$ cat src/rtl/stepper_indexer_with_homing_top_defines.svh
`ifndef STEPPER_INDEXER_WITH_HOMING_TOP_DEFINES_SVH
`define STEPPER_INDEXER_WITH_HOMING_TOP_DEFINES_SVH

// Antecedent implies consequent in the same cycle.
`define SIHM_ASSERT_IMPLIES(label, clk, rst_n, ante, cons) \
    label: assert property (@(posedge clk) disable iff (!(rst_n)) (ante) |-> (cons)) \
        else $error("assertion failed");

// Antecedent implies consequent in the next cycle.
`define SIHM_ASSERT_NEXT(label, clk, rst_n, ante, cons) \
    label: assert property (@(posedge clk) disable iff (!(rst_n)) (ante) |=> (cons)) \
        else $error("assertion failed");

// Condition never holds.
`define SIHM_ASSERT_NEVER(label, clk, rst_n, cond) \
    label: assert property (@(posedge clk) disable iff (!(rst_n)) !(cond)) \
        else $error("assertion failed");

`endif

$ cat src/rtl/sihm_pkg.sv
package sihm_pkg;

    localparam int KIND_W    = 2;
    localparam int GOAL_W    = 31;
    localparam int DELAY_W   = 16;
    localparam int MAXG_W    = 31;
    localparam int COIL_W    = 4;
    localparam int OUT_POS_W = 32;
    localparam int APB_DW    = 32;
    localparam int APB_AW    = 3;

    localparam logic [DELAY_W-1:0] DELAY_RST = 16'd100;
    localparam logic [MAXG_W-1:0]  MAXG_RST  = 31'h7FFF_FFFF;

    // paddr[2] selects the register
    localparam logic REG_STEP_DELAY = 1'b0;
    localparam logic REG_MAX_GOAL   = 1'b1;

    typedef enum logic [KIND_W-1:0] {
        KIND_TICK = 2'd0,
        KIND_HOME = 2'd1,
        KIND_GOAL = 2'd2,
        KIND_STOP = 2'd3
    } t_kind;

    typedef struct packed {
        logic                 accepted;
        logic                 is_homing;
        logic                 is_calibrated;
        logic                 is_running;
        logic [OUT_POS_W-1:0] position;
        logic [COIL_W-1:0]    coil_pattern;
    } t_result;

    localparam logic [COIL_W-1:0] COIL_OFF = 4'h0;

    // full-step phase: P1|P3, P2|P3, P2|P4, P4|P1
    function automatic logic [COIL_W-1:0] phase_coil(input logic [1:0] ph);
        logic [COIL_W-1:0] c;
        case (ph)
            2'd0: c = 4'h5;
            2'd1: c = 4'h6;
            2'd2: c = 4'hA;
            2'd3: c = 4'h9;
            default: c = COIL_OFF;
        endcase
        return c;
    endfunction

endpackage

$ cat src/rtl/sihm_cfg_regs.sv
module sihm_cfg_regs (
    input  logic                          i_clk,
    input  logic                          i_rst_n,
    input  logic                          psel,
    input  logic                          penable,
    input  logic                          pwrite,
    input  logic [sihm_pkg::APB_AW-1:0]   paddr,
    input  logic [sihm_pkg::APB_DW-1:0]   pwdata,
    output logic [sihm_pkg::APB_DW-1:0]   prdata,
    output logic                          pready,
    output logic [sihm_pkg::DELAY_W-1:0]  o_step_delay,
    output logic [sihm_pkg::MAXG_W-1:0]   o_max_goal
);

    logic [sihm_pkg::DELAY_W-1:0] r_step_delay;
    logic [sihm_pkg::MAXG_W-1:0]  r_max_goal;
    logic                         wr_en;

    assign pready = 1'b1;
    assign wr_en  = psel && penable && pwrite && pready;

    always_ff @(posedge i_clk) begin
        if (!i_rst_n) begin
            r_step_delay <= sihm_pkg::DELAY_RST;
            r_max_goal   <= sihm_pkg::MAXG_RST;
        end else if (wr_en) begin
            if (paddr[2] == sihm_pkg::REG_STEP_DELAY) begin
                r_step_delay <= pwdata[sihm_pkg::DELAY_W-1:0];
            end else begin
                r_max_goal <= pwdata[sihm_pkg::MAXG_W-1:0];
            end
        end
    end

    always_comb begin
        if (paddr[2] == sihm_pkg::REG_STEP_DELAY) begin
            prdata = sihm_pkg::APB_DW'(r_step_delay);
        end else begin
            prdata = sihm_pkg::APB_DW'(r_max_goal);
        end
    end

    assign o_step_delay = r_step_delay;
    assign o_max_goal   = r_max_goal;

endmodule

$ cat src/rtl/sihm_core.sv
`include "stepper_indexer_with_homing_top_defines.svh"

module sihm_core #(
    parameter int POSITION_WIDTH = 32,
    parameter int TICK_WIDTH     = 16
) (
    input  logic                          i_clk,
    input  logic                          i_rst_n,
    input  logic                          i_go,
    input  logic [sihm_pkg::KIND_W-1:0]   i_kind,
    input  logic                          i_limit_level,
    input  logic [sihm_pkg::GOAL_W-1:0]   i_goal,
    input  logic [sihm_pkg::DELAY_W-1:0]  i_step_delay,
    input  logic [sihm_pkg::MAXG_W-1:0]   i_max_goal,
    output sihm_pkg::t_result             o_res
);

    localparam int CMP_W = (TICK_WIDTH > sihm_pkg::DELAY_W) ? TICK_WIDTH : sihm_pkg::DELAY_W;

    logic [POSITION_WIDTH-1:0]     r_pos, n_pos;
    logic [POSITION_WIDTH-1:0]     r_goal, n_goal;
    logic [TICK_WIDTH-1:0]         r_tick, n_tick;
    logic                          r_run, n_run;
    logic                          r_cal, n_cal;
    logic                          r_hom, n_hom;
    logic                          r_tmr, n_tmr;
    logic [sihm_pkg::COIL_W-1:0]   r_coil, n_coil;

    logic [TICK_WIDTH-1:0]         tick_inc;
    logic [POSITION_WIDTH-1:0]     diff;
    logic [POSITION_WIDTH-1:0]     pos_a;
    logic                          acc;

    always_ff @(posedge i_clk) begin
        if (!i_rst_n) begin
            r_pos  <= '0;
            r_goal <= '0;
            r_tick <= '0;
            r_run  <= 1'b0;
            r_cal  <= 1'b0;
            r_hom  <= 1'b0;
            r_tmr  <= 1'b0;
            r_coil <= sihm_pkg::COIL_OFF;
        end else if (i_go) begin
            r_pos  <= n_pos;
            r_goal <= n_goal;
            r_tick <= n_tick;
            r_run  <= n_run;
            r_cal  <= n_cal;
            r_hom  <= n_hom;
            r_tmr  <= n_tmr;
            r_coil <= n_coil;
        end
    end

    assign tick_inc = (r_tick == '1) ? r_tick : r_tick + 1'b1;
    assign diff     = r_goal - r_pos;

    always_comb begin
        n_pos  = r_pos;
        n_goal = r_goal;
        n_tick = r_tick;
        n_run  = r_run;
        n_cal  = r_cal;
        n_hom  = r_hom;
        n_tmr  = r_tmr;
        n_coil = r_coil;
        pos_a  = r_pos;
        acc    = 1'b1;
        case (sihm_pkg::t_kind'(i_kind))
            sihm_pkg::KIND_TICK: begin
                if (r_tmr) begin
                    n_tick = tick_inc;
                    if ((CMP_W'(tick_inc) >= CMP_W'(i_step_delay)) && r_cal) begin
                        n_tick = '0;
                        if (diff != '0) begin
                            n_run = 1'b1;
                            pos_a = diff[POSITION_WIDTH-1] ? r_pos - 1'b1 : r_pos + 1'b1;
                            n_coil = sihm_pkg::phase_coil(pos_a[1:0]);
                        end else begin
                            n_coil = sihm_pkg::COIL_OFF;
                            n_run  = 1'b0;
                            n_tmr  = 1'b0;
                        end
                    end
                    n_pos = pos_a;
                    if (r_hom) begin
                        n_run  = 1'b1;
                        n_coil = sihm_pkg::phase_coil(pos_a[1:0]);
                        n_pos  = pos_a - 1'b1;
                        if (!i_limit_level) begin
                            n_coil = sihm_pkg::COIL_OFF;
                            n_pos  = '0;
                            n_cal  = 1'b1;
                            n_run  = 1'b0;
                            n_hom  = 1'b0;
                            n_tick = '0;
                            n_tmr  = 1'b0;
                        end
                    end
                end
            end
            sihm_pkg::KIND_HOME: begin
                n_cal = 1'b0;
                n_hom = 1'b1;
                n_run = 1'b1;
                n_tmr = 1'b1;
            end
            sihm_pkg::KIND_GOAL: begin
                if ((i_goal > i_max_goal) || r_run || !r_cal) begin
                    acc = 1'b0;
                end else begin
                    n_goal = POSITION_WIDTH'(i_goal);
                    n_tmr  = 1'b1;
                end
            end
            sihm_pkg::KIND_STOP: begin
                n_coil = sihm_pkg::COIL_OFF;
                n_tmr  = 1'b0;
            end
            default: begin
                acc = 1'b1;
            end
        endcase
    end

    always_comb begin
        o_res.coil_pattern  = n_coil;
        o_res.position      = sihm_pkg::OUT_POS_W'($signed(n_pos));
        o_res.is_running    = n_run;
        o_res.is_calibrated = n_cal;
        o_res.is_homing     = n_hom;
        o_res.accepted      = acc;
    end

    `SIHM_ASSERT_NEVER(a_hom_and_cal, i_clk, i_rst_n, r_hom && r_cal)
    `SIHM_ASSERT_IMPLIES(a_hom_runs, i_clk, i_rst_n, r_hom, r_run)
    `SIHM_ASSERT_IMPLIES(a_cal_clear, i_clk, i_rst_n, $fell(r_cal),
        $past(i_go) && ($past(i_kind) == sihm_pkg::KIND_HOME))
    `SIHM_ASSERT_IMPLIES(a_reject_goal, i_clk, i_rst_n, i_go && !acc,
        i_kind == sihm_pkg::KIND_GOAL)

endmodule

$ cat src/rtl/stepper_indexer_with_homing_top.sv
// Channel  | Dir | Handshake          | Payload
// s_*      | in  | s_tvalid/s_tready  | tuser: kind; tdata: limit_level, goal
// m_*      | out | m_tvalid/m_tready  | tdata: coil, position, flags, accepted
// APB      | in  | psel/penable/pready| step_delay @0x0, max_goal @0x4
//
// One transaction per cycle sustained while m_tready is high; from s_ to m_
// the path runs through the input register, then state update into the result register.
// Synchronous active-low reset; no clearing pass.
// A stalled m_ side holds the result and the next item in the input register.
`include "stepper_indexer_with_homing_top_defines.svh"

module stepper_indexer_with_homing_top #(
    parameter int POSITION_WIDTH = 32,
    parameter int TICK_WIDTH     = 16
) (
    input  logic                         i_clk,
    input  logic                         i_rst_n,
    input  logic                         s_tvalid,
    output logic                         s_tready,
    input  logic [31:0]                  s_tdata,  // limit_level, goal[30:0]
    input  logic [1:0]                   s_tuser,  // kind
    output logic                         m_tvalid,
    input  logic                         m_tready,
    // coil_pattern[3:0], position[31:0], is_running, is_calibrated, is_homing, accepted
    output logic [39:0]                  m_tdata,
    input  logic                         psel,
    input  logic                         penable,
    input  logic                         pwrite,
    input  logic [sihm_pkg::APB_AW-1:0]  paddr,
    input  logic [sihm_pkg::APB_DW-1:0]  pwdata,
    output logic [sihm_pkg::APB_DW-1:0]  prdata,
    output logic                         pready
);

    logic                          r_in_valid;
    logic [sihm_pkg::KIND_W-1:0]   r_in_kind;
    logic                          r_in_limit;
    logic [sihm_pkg::GOAL_W-1:0]   r_in_goal;
    logic                          r_out_valid;
    sihm_pkg::t_result             r_out;
    sihm_pkg::t_result             res;
    logic                          core_go;
    logic [sihm_pkg::DELAY_W-1:0]  step_delay;
    logic [sihm_pkg::MAXG_W-1:0]   max_goal;

    sihm_cfg_regs u_cfg (
        .i_clk        (i_clk),
        .i_rst_n      (i_rst_n),
        .psel         (psel),
        .penable      (penable),
        .pwrite       (pwrite),
        .paddr        (paddr),
        .pwdata       (pwdata),
        .prdata       (prdata),
        .pready       (pready),
        .o_step_delay (step_delay),
        .o_max_goal   (max_goal)
    );

    assign core_go  = r_in_valid && (!r_out_valid || m_tready);
    assign s_tready = !r_in_valid || core_go;

    always_ff @(posedge i_clk) begin
        if (!i_rst_n) begin
            r_in_valid <= 1'b0;
        end else if (s_tready) begin
            r_in_valid <= s_tvalid;
        end
    end

    always_ff @(posedge i_clk) begin
        if (s_tready && s_tvalid) begin
            r_in_kind  <= s_tuser;
            r_in_limit <= s_tdata[0];
            r_in_goal  <= s_tdata[31:1];
        end
    end

    sihm_core #(
        .POSITION_WIDTH (POSITION_WIDTH),
        .TICK_WIDTH     (TICK_WIDTH)
    ) u_core (
        .i_clk         (i_clk),
        .i_rst_n       (i_rst_n),
        .i_go          (core_go),
        .i_kind        (r_in_kind),
        .i_limit_level (r_in_limit),
        .i_goal        (r_in_goal),
        .i_step_delay  (step_delay),
        .i_max_goal    (max_goal),
        .o_res         (res)
    );

    always_ff @(posedge i_clk) begin
        if (!i_rst_n) begin
            r_out_valid <= 1'b0;
        end else if (core_go) begin
            r_out_valid <= 1'b1;
        end else if (m_tready) begin
            r_out_valid <= 1'b0;
        end
    end

    always_ff @(posedge i_clk) begin
        if (core_go) begin
            r_out <= res;
        end
    end

    assign m_tvalid = r_out_valid;
    assign m_tdata  = r_out;

    `SIHM_ASSERT_NEXT(a_in_hold, i_clk, i_rst_n, r_in_valid && !core_go, r_in_valid)
    `SIHM_ASSERT_NEXT(a_out_fill, i_clk, i_rst_n, core_go, r_out_valid)
    `SIHM_ASSERT_NEXT(a_out_hold, i_clk, i_rst_n, m_tvalid && !m_tready, m_tvalid && $stable(m_tdata))

endmodule
$ cat config.mk
export PLATFORM = sky130hd
export DESIGN_NAME = stepper_indexer_with_homing_top
export DESIGN_NICKNAME = d
export VERILOG_FILES = /design/src/rtl/sihm_pkg.sv /design/src/rtl/sihm_cfg_regs.sv /design/src/rtl/sihm_core.sv /design/src/rtl/stepper_indexer_with_homing_top.sv
export VERILOG_INCLUDE_DIRS = /design/src /design/src/rtl
export SDC_FILE = /design/constraint.sdc
export NUM_CORES = 1
export LEC_CHECK = 0
export ABC_AREA = 1
export BUFFER_PORTS_ARGS = -buffer_cell sky130_fd_sc_hd__buf_2
export CAP_MARGIN = 20
export CORE_ASPECT_RATIO = 0.6
export CORE_MARGIN = 5
export CORE_UTILIZATION = 58
export DETAILED_ROUTE_END_ITERATION = 7
export PLACE_DENSITY = 0.78
export SYNTH_ARGS = -nofsm -noshare
export SYNTH_HDL_FRONTEND = slang
export SYNTH_SLANG_ARGS = --single-unit
$ cat constraint.sdc
create_clock -name i_clk -period 6.2 [get_ports i_clk]
set_clock_uncertainty 0.05 [all_clocks]
set_input_delay 0.31 -clock i_clk [delete_from_list [all_inputs] [get_ports i_clk]]
set_output_delay 0.31 -clock i_clk [all_outputs]
set_load 0.01 [all_outputs]
==> impl_metrics.json, run 1 <==
{
  "n_antenna_cell": 0,
  "synthTopCellsByArea": "dfxtp_1, nand2_1, edfxtp_1",
  "period_minus_slack_ns": 5.81,
  "initial_utilization": 0.585,
  "start_kind": "flip-flop",
  "combPwrFrac": 0.179,
  "htreeDepth": 1,
  "final_hold_viol_count": 0,
  "vias_per_cell": 5.62,
  "cp.required_ns": 6.41,
  "yosysTopAreaCell": "dfxtp_1",
  "cts_tree": "built",
  "drive_gt1_frac": 0.112,
  "cts-root-buf": "clkbuf_16",
  "ios": 151,
  "rows": 46,
  "wl_per_cell_microns": 17.2,
  "netSwitchingPower_w": 0.00105,
  "p_per_area_mw_per_mm2": 197,
  "ir_drop_mv": 0.233,
  "drt_iter0_markers": 1908,
  "hold_path_class": "primary input to flip-flop",
  "ant_nets": 0,
  "max-clock-path-buffers": 3,
  "coreArea_sq_mm": 0.0262,
  "cts_buffers": 23,
  "syn_nets": 2461,
  "drc": 0,
  "fmax_mhz": 172,
  "critPathSlowestCell": "nor3_1",
  "worstMarginPinSlew_ns": 0.896,
  "finalSetupViolCount": 0,
  "crit_path_max_fanout": 8,
  "clkSlewWorstSetupHoldPaths_ns": 0.06,
  "hpwl_microns": 35900,
  "synth_top_area_frac": 0.178,
  "leakagePower_nw": 8.95,
  "nets": 2650,
  "synth_cells": 2266,
  "dr_total_vias": 15900,
  "syn_area_sq_mm": 0.0153,
  "power.share.sequential": 0.426,
  "synth_ff_type": "dfxtp_1",
  "ys_seq_area_frac": 0.323,
  "relSlewSlack": 0.403,
  "synth_seq_cells": 210,
  "slew_viol_final": 0,
  "die_h_microns": 136,
  "arrival_ns": 6.01,
  "dieWidth_microns": 220,
  "synthTopCellsByCount": "nand2_1, inv_1, a21oi_1, nand3_1, nor2_1",
  "dp_cells": 2716,
  "clock_latency_ns": 0.55,
  "sw_frac_of_total": 0.298,
  "grt_usage": 0.317,
  "synth.most_common_cell": "nand2_1",
  "portBuffers": 145,
  "syn_area_per_cell_sq_um": 6.76,
  "layout.cells.non_filler": 2832,
  "routed_wl_microns": 48700,
  "place.gp.congestion": 0.976,
  "synth_edf_count": 74,
  "endpoint_kind": "flip-flop",
  "hold-worst-slack_ns": 0.0132,
  "grt.overflow.total": 0,
  "worstSetupPathType": "flip-flop to flip-flop",
  "max_stage_delay_ns": 0.43,
  "synth_warnings": 0,
  "period_share": 0.937,
  "antenna_found_initial": 1,
  "drt_first_pass_iters": 6,
  "grt_max_degree": 77,
  "p_clk_frac": 0.395,
  "synth_cell_type_count": 56,
  "dieArea_sq_mm": 0.0299,
  "clock_sinks": 210,
  "grt_pass1_vias": 14600,
  "crit_top_cell": "nand2_1",
  "async_flop_share": 0,
  "grt_pass1_wl_microns": 76400,
  "drv_cap": 0,
  "syn2layout_area_growth_pct": 16.3,
  "status": "complete, no violations",
  "p_int_w": 0.00246
}
## worst max-delay path: cells and delay by family, from the launching register on
| family | cells | cell delay (ns) |
|---|---|---|
| AO/OA/AOI/OAI | 3 | 0.77 |
| XOR/XNOR | 1 | 0.20 |
| adder cells (fa/ha/maj) | 2 | 0.65 |
| buffers and inverters | 3 | 0.48 |
| flip-flops | 1 | 0.40 |
| AND/OR/NAND/NOR | 21 | 2.94 |
## logic make-up after synthesis
| kind of cell | Yosys count | synth area share |
|---|---|---|
| compound gates | 431 | 0.151 |
| xor+xnor | 51 | 0.0301 |
| fa+ha+maj | 119 | 0.0982 |
| buf+inv | 396 | 0.102 |
| flops | 210 | 0.323 |
| other cells | 2 | 0.000490 |
| simple gates | 1057 | 0.295 |
## power groups by stage
stage,combinational [W],sequential (W),clock [W]
2_1_floorplan,0.000382,0.00152,0
3_3_place_gp,0.000546,0.00152,0
5_1_grt,0.000692,0.00150,0.00145
3_5_place_dp,0.000559,0.00152,0
4_1_cts,0.000597,0.00149,0.00140
6_report,0.000629,0.00150,0.00139
## worst paths after layout
check	from	end	slack (ns)	depth (start not counted)
max	u_core.r_pos[3]	m_tdata[26]	0.39	30
min	m_tready	m_tvalid	0.01	4
max reg2reg	u_core.r_pos[3]	m_tdata[26]	0.39	30
min reg2reg	u_core.r_goal[0]	u_core.r_goal[0]	0.41	2
## metrics by stage
step,total power [W],TNS (ns),setup slack (ns),util,instance area [sq um]
2_1_floorplan,0.00190,0,1.41,-,15300
3_3_place_gp,0.00207,0,0.653,0.622,16300
3_5_place_dp,0.00208,0,0.505,0.622,16300
4_1_cts,0.00349,0,0.411,0.675,17700
5_1_grt,0.00364,-0.00810,-0.00595,0.680,17800
6_report,0.00351,0,0.391,0.680,17800
## area by class of cell
cell class / count / area, sq um
Clock inverter: 9 / 95.1
Clock buffer: 33 / 643
Inverter: 326 / 1230
Tap cell: 360 / 450
Multi-Input combinational cell: 1660 / 8840
Timing Repair Buffer: 234 / 1620
Sequential cell: 210 / 4940
Fill cell: 2293 / 8370
## placed cells by master, fill, tap and decap left out, types with 5 or more instances in the layout
| master | count |
|---|---|
| buf_2 | 145 |
| nor2_2 | 14 |
| clkbuf_16 | 23 |
| o21ai_1 | 13 |
| inv_1 | 309 |
| o21a_1 | 5 |
| o21ai_0 | 134 |
| clkinvlp_4 | 5 |
| a31oi_1 | 8 |
| dfxtp_1 | 136 |
| inv_2 | 9 |
| xor2_1 | 36 |
| nand3_1 | 160 |
| o21ai_2 | 7 |
| a21oi_1 | 223 |
| nand2_1 | 624 |
| edfxtp_1 | 74 |
| clkinv_1 | 6 |
| o221ai_1 | 5 |
| dlygate4sd3_1 | 66 |
| nor3_1 | 21 |
| buf_4 | 19 |
| nand2_2 | 20 |
| ha_1 | 117 |
| nand3b_1 | 7 |
| xnor2_1 | 13 |
| clkbuf_1 | 7 |
| a21o_1 | 6 |
| nor2_1 | 143 |
| o211ai_1 | 10 |
| nand4_1 | 40 |
| nor2_4 | 6 |
## repair_timing
item                                    in CTS  in global routing
setup buffers                                0                  5
gates resized for setup                      0                  6
endpoints found under the hold margin       70                  0
endpoints found under the setup margin       0                 21
hold buffers                                66                  0
## layer usage
layer	wire, microns	track usage
met5	8	0
met4	1170	0.0748
met3	4460	0.0639
met2	20100	0.468
met1	23000	0.477
## sequential cells by signal, indices dropped and copies added, names as in the netlist
register / count
r_in_valid: 1
u_core.r_pos: 32
m_tvalid: 1
r_in_kind: 2
m_tdata: 40
u_cfg.o_max_goal: 31
r_in_limit: 1
u_cfg.o_step_delay: 16
u_core.r_goal: 31
u_core.r_run: 1
u_core.r_cal: 1
r_in_goal: 31
u_core.r_coil: 4
u_core.r_tmr: 1
u_core.r_hom: 1
u_core.r_tick: 16
Power figures use the tool's default switching activity.
==> run 2, diff against run 1 <==
Settings changed: CORE_UTILIZATION 58 to 45, HOLD_SLACK_MARGIN set to 0.05, PLACE_DENSITY 0.78 to not set.
==> impl_metrics.json, run 2 (same netlist as run 1, synthesis figures left out) <==
{
  "status": "complete, no violations",
  "grt_max_degree": 69,
  "grt.overflow.total": 0,
  "finalSetupViolCount": 0,
  "coreArea_sq_mm": 0.0336,
  "crit_top_cell": "nand2_1",
  "rows": 52,
  "drc": 0,
  "slew_viol_final": 0,
  "critPathSlowestCell": "dfxtp_1",
  "n_antenna_cell": 0,
  "cts-root-buf": "clkbuf_16",
  "rsz0062_at_grt": "false",
  "place.gp.congestion": 0.973,
  "antenna_found_initial": 0,
  "cts_tree": "built",
  "initial_utilization": 0.455,
  "worstMarginPinSlew_ns": 0.994,
  "clock_latency_ns": 0.55,
  "layout_common_cells": "nand2_1, inv_1, a21oi_1",
  "relSlewSlack": 0.337,
  "endpoint_kind": "flip-flop",
  "drt_iter0_markers": 1366,
  "max_stage_delay_ns": 0.41,
  "cts_buffers": 23,
  "nets": 2651,
  "cp.required_ns": 6.36,
  "dr_total_vias": 15400,
  "cp_num_buf_inv": 5,
  "fmax_mhz": 171,
  "start_kind": "flip-flop",
  "portBuffers": 145,
  "fin_tns_setup_ns": 0,
  "routed_wl_microns": 47500,
  "syn2layout_area_growth_pct": 17.1,
  "final_hold_viol_count": 0,
  "drive_gt1_frac": 0.114,
  "ant_nets": 0,
  "dieArea_sq_mm": 0.0380,
  "period_minus_slack_ns": 5.84,
  "ir_drop_mv": 0.184,
  "final_common_cell": "nand2_1",
  "grt_pass1_wl_microns": 76100,
  "clkSlewWorstSetupHoldPaths_ns": 0.07,
  "leakagePower_nw": 8.95,
  "drt_first_pass_iters": 5,
  "max-clock-path-buffers": 3,
  "hold_path_class": "primary input to flip-flop",
  "arrival_ns": 6.00,
  "grt_usage": 0.244,
  "crit_path_max_fanout": 17,
  "ios": 151,
  "vias_per_cell": 5.24,
  "worstSetupPathType": "flip-flop to flip-flop",
  "die_h_microns": 153,
  "critPathTopFamily": "simple AND/OR/NAND/NOR gates",
  "r2r_slack_ns": 0.36,
  "fin_util": 0.533,
  "hpwl_microns": 36100,
  "dieWidth_microns": 248,
  "htreeDepth": 1,
  "grt_pass1_vias": 14200,
  "drv_cap": 0,
  "largest_register_ffs": 40,
  "wl_per_cell_microns": 16.2,
  "period_share": 0.942,
  "p_per_area_mw_per_mm2": 194,
  "clock_sinks": 210
}
run 2: cell types whose count changed in the layout (fill, tap and decap cells not counted), moves of 2 or more:
cell / change
clkbuf_1: -3
buf_16: -2
o21ai_1: -2
dlygate4sd3_1: +2
clkinv_2: +2
clkbuf_8: +2
inv_6: +2
run 2: cell type report:
type | count | area (sq um)
fill | 3367 | 15700
clock buffer | 32 | 659
multi-input combinational | 1660 | 8850
sequential | 210 | 4940
tap | 459 | 574
timing repair buffer | 235 | 1600
clock inverter | 10 | 76.3
inverter | 326 | 1230
run 2: report_power, final:
part | internal (W) | leakage [nW] | total, W | switching, W
Clock | 0.000753 | 0.355 | 0.00136 | 0.000608
Sequential | 0.00147 | 1.81 | 0.00149 | 0.0000248
Combinational | 0.000220 | 6.78 | 0.000616 | 0.000396
Total | 0.00244 | 8.95 | 0.00347 | 0.00103
run 2: worst paths after layout:
check                     from                   to  depth (start not counted)
max reg2reg    u_core.r_pos[6]          m_tdata[35]                         30
max            u_core.r_pos[6]          m_tdata[35]                         30
min                    i_rst_n  u_cfg.o_max_goal[0]                          2
min reg2reg  u_core.r_goal[20]    u_core.r_goal[20]                          2
run 2: stage by stage:
| step | worst slack, ns | instance area (sq um) | instances | hold WS, ns | total power [W] |
|---|---|---|---|---|---|
| after global placement | 0.539 | 16400 | 2819 | 0.405 | 0.00208 |
| after detailed placement | 0.458 | 16500 | 2820 | 0.408 | 0.00208 |
| after global routing | 0.00471 | 17900 | 2932 | 0.122 | 0.00364 |
| final | 0.361 | 17900 | 2932 | 0.109 | 0.00347 |
| after CTS | 0.392 | 17900 | 2930 | 0.0821 | 0.00349 |
| after floorplan | 1.41 | 15300 | 2266 | 0.359 | 0.00190 |
run 2: timing repair:
item / 4_1_cts / 5_1_grt
resized for setup: 0 / 8
setup endpoints to repair: 0 / 31
buffers inserted: 0 / 2
hold buffers: 68 / 0
endpoints found under the hold margin: 82 / 0
run 2: routing by layer:
layer / global-route usage / vias to the layer above / routed length, microns
met5: 0 / - / 0
met4: 0.0378 / 0 / 722
met3: 0.0365 / 55 / 3060
met2: 0.353 / 466 / 19100
met1: 0.390 / 7016 / 24500
li1: - / 7819 / -
==> run 3, diff against run 2 <==
--- a/config.mk
+++ b/config.mk
@@ -8,4 +8,5 @@
 export LEC_CHECK = 0
 export ABC_AREA = 1
+export ABC_CLOCK_PERIOD_IN_PS = 6200
 export BUFFER_PORTS_ARGS = -buffer_cell sky130_fd_sc_hd__buf_2
 export CAP_MARGIN = 20
==> constraint.sdc (replaced) <==
create_clock -name i_clk -period 6.2 [get_ports i_clk]
set_clock_uncertainty 0.05 [all_clocks]
set_input_delay 0.93 -clock i_clk [delete_from_list [all_inputs] [get_ports i_clk]]
set_output_delay 0.93 -clock i_clk [all_outputs]
set_load 0.01 [all_outputs]
==> impl_metrics.json, run 3 (same netlist as run 1, synthesis figures left out) <==
{
  "status": "complete, no violations",
  "ios": 151,
  "critPathTopFamily": "simple AND/OR/NAND/NOR gates",
  "vias_per_cell": 5.31,
  "period_minus_slack_ns": 5.81,
  "rows": 52,
  "fillers": 3416,
  "dr_total_vias": 15200,
  "die_h_microns": 153,
  "critPathSlowestCell": "nor3_1",
  "period_share": 0.937,
  "portBuffers": 145,
  "finalSetupViolCount": 0,
  "largest_register_ffs": 40,
  "cp.required_ns": 6.39,
  "nets": 2582,
  "grt.overflow.total": 0,
  "worstSetupPathType": "flip-flop to flip-flop",
  "drc": 0,
  "final_hold_viol_count": 0,
  "max-clock-path-buffers": 3,
  "cts_buffers": 23,
  "grt_pass1_vias": 13600,
  "arrival_ns": 6.00,
  "hold_path_class": "flip-flop to flip-flop",
  "cts-root-buf": "clkbuf_16",
  "power_w": 0.00350,
  "place.gp.congestion": 0.996,
  "grt_use_met3": 0.0405,
  "clkSlewWorstSetupHoldPaths_ns": 0.06,
  "cts_tree": "built",
  "clock_sinks": 210,
  "hpwl_microns": 36200,
  "coreArea_sq_mm": 0.0336,
  "drive_gt1_frac": 0.118,
  "endpoint_kind": "flip-flop",
  "grt_usage": 0.238,
  "dieWidth_microns": 248,
  "fmax_mhz": 172,
  "drv_cap": 0,
  "slew_viol_final": 0,
  "ant_nets": 0,
  "routed_wl_microns": 46700,
  "hold-worst-slack_ns": 0.419,
  "p_per_area_mw_per_mm2": 202,
  "crit_top_cell": "nand2_1",
  "grt_util_met2": 0.336,
  "busiest_layer": "met1",
  "clock_latency_ns": 0.54,
  "final_common_cell": "nand2_1",
  "n_antenna_cell": 0,
  "drt_first_pass_iters": 5,
  "syn2layout_area_growth_pct": 13.0,
  "crit_path_max_fanout": 15,
  "dp_cells": 2819,
  "wl_per_cell_microns": 16.3,
  "grt_pass1_wl_microns": 73800,
  "cts_hold_buf": 0,
  "dieArea_sq_mm": 0.0380,
  "drt_iter0_markers": 1538,
  "cp_num_buf_inv": 4,
  "grt_util_met1": 0.387,
  "start_kind": "flip-flop",
  "initial_utilization": 0.455,
  "layout_common_cells": "nand2_1, inv_1, a21oi_1",
  "antenna_found_initial": 1,
  "htreeDepth": 1,
  "max_stage_delay_ns": 0.53,
  "leakagePower_nw": 8.69,
  "grt_max_degree": 69,
  "layout.cells.non_filler": 2863,
  "ir_drop_mv": 0.155,
  "relSlewSlack": 0.340,
  "worstMarginPinSlew_ns": 0.989
}
==> run 3: power breakdown <==
part	internal, W	switching [W]	leakage (nW)
Sequential	0.00147	0.0000247	1.81
Clock	0.000810	0.000619	0.368
Combinational	0.000190	0.000383	6.51
==> run 3: final timing paths <==
| kind | from | cells after the start | end | slack [ns] |
|---|---|---|---|---|
| worst min register to register | u_core.r_goal[22] | 2 | u_core.r_goal[22] | 0.42 |
| worst min-delay path | u_core.r_goal[22] | 2 | u_core.r_goal[22] | 0.42 |
| worst max register to register | u_core.r_pos[6] | 31 | m_tdata[26] | 0.39 |
| worst max-delay path | u_core.r_pos[6] | 31 | m_tdata[26] | 0.39 |
==> run 3: area by class of cell <==
cell class              instances  area (sq um)  area share
flip-flops and latches        210          4940       0.286
inverters                     326          1230      0.0710
clock inverters                14           145     0.00839
multi-input cells            1660          8870       0.513
well taps                     459           574      0.0332
repair buffers                166           916      0.0529
clock buffers                  28           624      0.0361
==> run 3: metrics by stage <==
step | setup WS (ns) | cell area (sq um) | util | TNS (ns)
2_1_floorplan | 1.41 | 15300 | - | 0
3_3_place_gp | 0.491 | 16400 | 0.489 | 0
3_5_place_dp | 0.429 | 16400 | 0.489 | 0
4_1_cts | 0.359 | 17200 | 0.512 | 0
5_1_grt | -0.00549 | 17300 | 0.514 | -0.00652
6_report | 0.390 | 17300 | 0.514 | 0
==> run 3: layer usage <==
metal | vias up | wire (microns)
met5 | - | 0
met4 | 0 | 635
met3 | 43 | 3490
met2 | 467 | 18600
met1 | 7013 | 24000
li1 | 7686 | -
==> run 3: worst min-delay path, delay by kind of cell, from the launching register on <==
kind	cells	cell delay (ns)
simple gates	1	0.06
flops	1	0.31
compound gates	1	0.05
==> run 3: what timing repair did <==
action	4_1_cts	5_1_grt
gates resized for setup	0	13
setup buffers	0	1
endpoints found under the setup margin	0	28
